==> src/rtl/nmt_pkg.sv <==
// Shared types, constants and helper functions for the NAT mapping table.
// No dependencies; imported by every module of the block.
package nmt_pkg;

  localparam int TBL_N  = 64;
  localparam int TBL_AW = $clog2(TBL_N);

  localparam logic [15:0] RST_TIMEOUT = 16'd60;
  localparam logic [15:0] RST_MIN_ID  = 16'd1024;
  localparam logic [15:0] RST_MAX_ID  = 16'd65535;

  typedef enum logic [1:0] {
    OP_TICK        = 2'd0,
    OP_LOOK_OUTER  = 2'd1,
    OP_LOOK_INNER  = 2'd2,
    OP_INSERT      = 2'd3
  } op_t;

  typedef enum logic [1:0] {
    ST_OK   = 2'd0,
    ST_MISS = 2'd1,
    ST_FULL = 2'd2
  } status_t;

  typedef enum logic [1:0] {
    REG_TIMEOUT = 2'd0,
    REG_MIN_ID  = 2'd1,
    REG_MAX_ID  = 2'd2
  } reg_idx_t;

  typedef enum logic [2:0] {
    S_IDLE,
    S_TICK,
    S_LOOK,
    S_ALLOC,
    S_FIN
  } state_t;

  typedef struct packed {
    logic        proto;
    logic [31:0] addr;
    logic [15:0] iid;
    logic [15:0] oid;
    logic [31:0] stamp;
  } entry_t;

  typedef struct packed {
    logic [15:0] timeout;
    logic [15:0] min_id;
    logic [15:0] max_id;
  } cfg_t;

  typedef struct packed {
    logic accept;
    logic scan_start;
    logic scan_run;
    logic retry;
    logic tick_end;
    logic miss;
    logic ins_full;
    logic ins_write;
    logic load_out;
  } cmd_t;

  typedef struct packed {
    logic full;
    logic scan_done;
    logic scan_hit;
    logic tries_max;
    logic out_free;
  } sts_t;

  function automatic logic [15:0] adv_id(input logic [15:0] v, input cfg_t c);
    adv_id = (v == c.max_id) ? c.min_id : v + 16'd1;
  endfunction

endpackage

==> src/rtl/nmt_ctrl.sv <==
// Sequencer for the NAT mapping table: accepts items and steers the datapath.
// Depends on nmt_pkg.
module nmt_ctrl (
  input  logic          clk,
  input  logic          rst_n,
  input  logic          in_valid,
  output logic          in_ready,
  input  nmt_pkg::op_t  in_op,
  input  nmt_pkg::sts_t sts,
  output nmt_pkg::cmd_t cmd
);
  import nmt_pkg::*;

  state_t state_r, state_nxt;

  always_ff @(posedge clk) begin
    if (!rst_n) begin
      state_r <= S_IDLE;
    end else begin
      state_r <= state_nxt;
    end
  end

  always_comb begin
    state_nxt = state_r;
    cmd       = '0;
    in_ready  = 1'b0;
    unique case (state_r)
      S_IDLE: begin
        in_ready = 1'b1;
        if (in_valid) begin
          cmd.accept     = 1'b1;
          cmd.scan_start = 1'b1;
          unique case (in_op)
            OP_TICK:                      state_nxt = S_TICK;
            OP_LOOK_OUTER, OP_LOOK_INNER: state_nxt = S_LOOK;
            OP_INSERT:                    state_nxt = S_ALLOC;
            default:                      state_nxt = S_IDLE;
          endcase
        end
      end
      S_TICK: begin
        cmd.scan_run = 1'b1;
        if (sts.scan_done) begin
          cmd.tick_end = 1'b1;
          state_nxt    = S_FIN;
        end
      end
      S_LOOK: begin
        cmd.scan_run = 1'b1;
        if (sts.scan_done) begin
          cmd.miss  = !sts.scan_hit;
          state_nxt = S_FIN;
        end
      end
      S_ALLOC: begin
        priority if (sts.full) begin
          cmd.ins_full = 1'b1;
          state_nxt    = S_FIN;
        end else begin
          cmd.scan_run = 1'b1;
          // candidate in use: move on and rescan, unless out of tries
          priority if (sts.scan_hit && !sts.tries_max) begin
            cmd.retry      = 1'b1;
            cmd.scan_start = 1'b1;
          end else if (sts.scan_done) begin
            cmd.ins_write = 1'b1;
            state_nxt     = S_FIN;
          end else begin
            state_nxt = S_ALLOC;
          end
        end
      end
      S_FIN: begin
        if (sts.out_free) begin
          cmd.load_out = 1'b1;
          state_nxt    = S_IDLE;
        end
      end
      default: state_nxt = S_IDLE;
    endcase
  end

endmodule

==> config.mk <==
export PLATFORM = sky130hd
export DESIGN_NAME = nmt_ctrl
export DESIGN_NICKNAME = d
export VERILOG_FILES = /design/src/rtl/nmt_pkg.sv /design/src/rtl/nmt_ctrl.sv
export SDC_FILE = /design/constraint.sdc
export NUM_CORES = 1
export LEC_CHECK = 0
export BUFFER_PORTS_ARGS = -buffer_cell sky130_fd_sc_hd__buf_2
export CORE_AREA = 5 5 42 44
export DETAILED_ROUTE_END_ITERATION = 8
export DIE_AREA = 0 0 47 49
export GPL_TIMING_DRIVEN = 0
export HOLD_SLACK_MARGIN = 0.06
export SETUP_SLACK_MARGIN = 0.15
export SLEW_MARGIN = 20
export SYNTH_ARGS = -nofsm -noshare
export SYNTH_HDL_FRONTEND = slang
export SYNTH_SLANG_ARGS = --single-unit
==> constraint.sdc <==
create_clock -name clk -period 2.24 [get_ports clk]
set_input_delay 0.224 -clock clk [delete_from_list [all_inputs] [get_ports clk]]
set_output_delay 0.224 -clock clk [all_outputs]
set_load 0.01 [all_outputs]
Word level (Yosys, flattened, before mapping). Cells that the tools add are included.

Reductions and logical operators: 8. Equal/unequal tests: 11. Muxes and demuxes: 26.

Operator list (number): 3-bit 2-to-1 mux (7); 1-bit 2-to-1 mux (13); 3-bit case mux with 4 select lines (1); 3-bit case mux with 3 select lines (1); 3-bit by 2-bit == test with 1-bit output, second input constant (2); 2-bit == test, second input constant (2); 2-bit 2-to-1 mux (2); 2-bit inequality test, second input constant (2); 1-bit case mux with 2 select lines (2); 4-bit AND reduction (1); 2-bit OR reduction (2); 3-bit by 1-bit == test with 1-bit output, second input constant (1); 3-bit == test, second input constant (1); 3-bit zero test (1); 3-bit inequality test, second input constant (1); 2-bit by 1-bit == test with 1-bit output, second input constant (1); 1-bit zero test (2); 2-bit zero test (1); 2-bit by 1-bit inequality test with 1-bit output, second input constant (1); 1-bit logical AND (1).

Output and inout port bits: 10. Flip-flop bits (word level): 3.

Depth between registers and ports, before layout.
Word-level depth: 5. Depth in mapped cells: 5.

Least setup slack after synthesis. OpenSTA, ideal clock, no wires.

Path type: register -> output. Start: reg state_r[0]. End: out cmd[7] (netlist name). Cell stages (with the launch flop): 5. Required time: 2.016 ns. Slack: 0.828 ns. Data arrival time: 1.188 ns. Buffers on the path: 1. Path through: dfxtp_1 > clkbuf_2 > nor3_1 > and2_1 > or2_1.

RTL lines: start: declaration (RTL line nmt_ctrl.sv:14) `state_t state_r, state_nxt;`; start signal: assignment (RTL line nmt_ctrl.sv:20) `state_r <= state_nxt;`; end: declaration (RTL line nmt_ctrl.sv:10) `output nmt_pkg::cmd_t cmd`.

==> results.tsv <==
stage	metric	value	unit
yosys	library cells used by synthesis	27	
timing	unrepaired setup endpoints after global routing	no	
floorplanning	IO Pins	20	
pwr	net switching power	0.1455	mW
pwr	Comb pwr share	50.9	%
pwr	Pleak	0.2524	nW
timing	clk_skew	0.004687	ns
placement	dpl hpwl	732.5	µm
floorplanning	Core Area	0.001401	mm²
worst_setup_path	CP endpoint kind	primary output	
layout	layout cells sized above 1	45.45	%
grt	global-route wire length before repair	1566	µm
yosys	Synthesized Nets	54	
yosys	cell count after synthesis	43	
route	DRC viols	0	
route	router iterations before antenna repair	4	
yosys	most common cell in the synthesized netlist	nor2_1	
layout	area grow syn2layout	40.50	%
timing	fmax	0.5929	GHz
yosys	Syn Area/Cell	8.118	µm²
worst_hold_path	Worst Hold Launch	sts[0]	
pwr	Int Pwr	0.2191	mW
route	total wire length	936	µm
placement	Placement Setup Slack	0.8003	ns
clock_tree	Post-CTS Setup Inserts	0	
worst_setup_path	CP Launch Type	register	
timing	pin slew with the least headroom to its limit	0.3310	ns
grt	initial antenna violation count	0	
yosys	number of synthesis warnings	0	
placement	I/O Buffers	19	
clock_tree	post-CTS resize count	0	
run_status	status	finished clean	
pwr	clock power share	26.4	%
yosys	synthesized cell area	349.1	µm²
timing	Fin. Hold Viols	0	
clock_tree	Longest Clk Path Bufs	2	
yosys	synth top area cells	dfxtp_1, nor2_1, nor3_1	
yosys	flip-flop and latch count after synthesis	3	
clock_tree	CTS tree	done	
worst_setup_path	FF-to-FF path depth	3	
worst_hold_path	hold crit path type	primary input to register	
timing	Slew Limit Headroom	77.62	%
route	count of routing violations after the opening detailed-route iteration	10	
grt	GR Overflow Total	0	
worst_setup_path	start of the worst register-to-register path	state_r[1]	
worst_setup_path	critical path arrival	1.46	ns
route	DR vias	404	
grt	GRT Util Overall	9.500	%
layout	Final Non-Filler Cells	82	
floorplanning	die area	0.002303	mm²
pwr	P per Cell Area	743.4	mW/mm²
timing	fin crit share	75.30	%
yosys	top_reg_cell synth	dfxtp_1	
grt	largest net degree at the start of global routing	11	
pwr	Sw Share	39.92	%
timing	final setup violation count	0	
clock_tree	TritonCTS Buffers	3	
clock_tree	H-Tree Depth	1	
route	DR vias/cell	4.927	
layout	antenna cells	0	
yosys	Post-synth EDFFs	0	
floorplanning	row cnt	14	
worst_setup_path	Worst R2R End	state_r[1]	
timing	Final Critical Period	1.687	ns
grt	vias in the first global route	343	
yosys	fraction of registers with async set/reset	0	%
pwr	Peak VDD IR	0.4252	mV
clock_tree	Worst-Skew Late Latency	0.24	ns
clock_tree	Post-CTS Hold Fix Bufs	0	
layout	Final Util	35.00	%
flow_run	Max Cap Violations	0	
floorplanning	initial core utilization	24.91	%
worst_setup_path	worst reg-to-reg setup slack	0.99	ns
worst_setup_path	Worst Path Max Fanout	10	
route	Wirelength per Cell	11.41	µm
yosys	most frequent cells after synthesis	nor2_1, inv_1, nor3_1	
placement	DP Cell Count	78	
layout	max reg flops	3	
worst_hold_path	Worst Hold Endpoint	state_r[2]	
worst_setup_path	Crit path required time	2.02	ns
timing	Worst Slack Setup Final	0.5532	ns
timing	Fin Setup TNS	0	ns
route	Detail Route Antenna Nets	0	
floorplanning	Chip Width	47	µm
layout	Biggest register	state_r	
timing	max-slew violations	0	
clock_tree	CTS Root Cell	clkbuf_4	
clock_tree	Worst-path clk slew	0.04	ns
worst_hold_path	Hold Path Cell Cnt	3	
yosys	share of the synthesized area in the top cell type	17.20	%
floorplanning	Die Height	49	µm
placement	global placement routability congestion	0.6500	
clock_tree	CTS sink cnt	3	
layout	Top Registers	state_r: 3 flops	
yosys	cell taking the most area after synthesis	dfxtp_1	
layout	# nets final	78	
yosys	post-synthesis sequential area ratio	17.20	%
worst_setup_path	critical path class	register to primary output	
pwr	part of the power in registers	22.7	%
## metal layers
metal  vias up  wire length, µm  GRT usage (%)
met5         -                0              0
met4         0                0          4.147
met3         0               84          5.904
met2        11              459          13.35
met1       186              392          11.18
li1        207                -              -
## power by group through the flow
stage / registers, mW / logic [mW] / clock network, mW
floorplan: 0.0794 / 0.129 / 0
global placement: 0.0840 / 0.184 / 0
detailed placement: 0.0843 / 0.187 / 0
CTS: 0.0834 / 0.188 / 0.102
global route: 0.0861 / 0.207 / 0.112
finish: 0.0829 / 0.185 / 0.0963
## worst max-delay path by stage
stage                     cells past startpoint  slack [ns]       start  endpoint
after floorplan                               4        0.83  state_r[0]    cmd[7]
after global placement                        5        0.81  state_r[0]    cmd[1]
after detailed placement                      5        0.80  state_r[0]    cmd[1]
after CTS                                     5        0.53  state_r[0]    cmd[1]
after global routing                          5        0.42  state_r[0]    cmd[1]
final                                         5        0.55  state_r[0]    cmd[1]
## worst max-delay path, stage by stage (launching register included)
cell and delay, ns:
dfxtp_1 0.31, clkbuf_2 0.21, nor2b_4 0.22, nand2_1 0.09, nor4b_2 0.24, buf_2 0.16
## metrics by stage
stage	total power, mW	hold slack [ns]	instance area (µm²)
global placement	0.2683	0.5447	464.2
global route	0.4045	0.3194	490.5
finish	0.3646	0.2942	490.5
floorplan	0.2079	0.3959	349.1
detailed placement	0.2716	0.5341	464.2
CTS	0.3738	0.2854	490.5
## kinds of logic (layout without fill, tap and decap cells)
family          Yosys count  in the layout  synth area share (%)
simple gates             26             26                 53.41
compound gates            6              6                 15.41
buf+inv                   6             29                 7.164
flops                     3              3                 17.20
fa+ha+maj                 1              1                 3.584
mux                       1              1                 3.226
## layout by cell type, fill, tap and decap left out
cell	instances
a21oi_1	1
and2_1	1
and2_4	1
and3_1	3
and4b_1	1
and4bb_1	1
buf_2	20
clkbuf_1	1
clkbuf_2	1
clkbuf_4	3
dfxtp_1	3
ha_1	1
inv_1	4
mux2_1	1
nand2_1	1
nand4b_1	1
nor2_1	6
nor2b_1	1
nor2b_4	1
nor3_1	4
nor4b_1	1
nor4b_2	1
nor4bb_2	1
o2111ai_2	1
o21ai_0	1
o22ai_1	2
o41ai_2	1
or2_1	1
or3b_1	1
## area by class of cell
type                            instances  area, µm²
Buffer                                  2      10.01
Clock buffer                            4      26.28
Fill cell                             160      910.9
Inverter                                4      15.01
Multi-Input combinational cell         34      264.0
Sequential cell                         3      60.06
Tap cell                               16      20.02
Timing Repair Buffer                   19      95.09
Note: power is estimated with default switching activity, not from simulation.
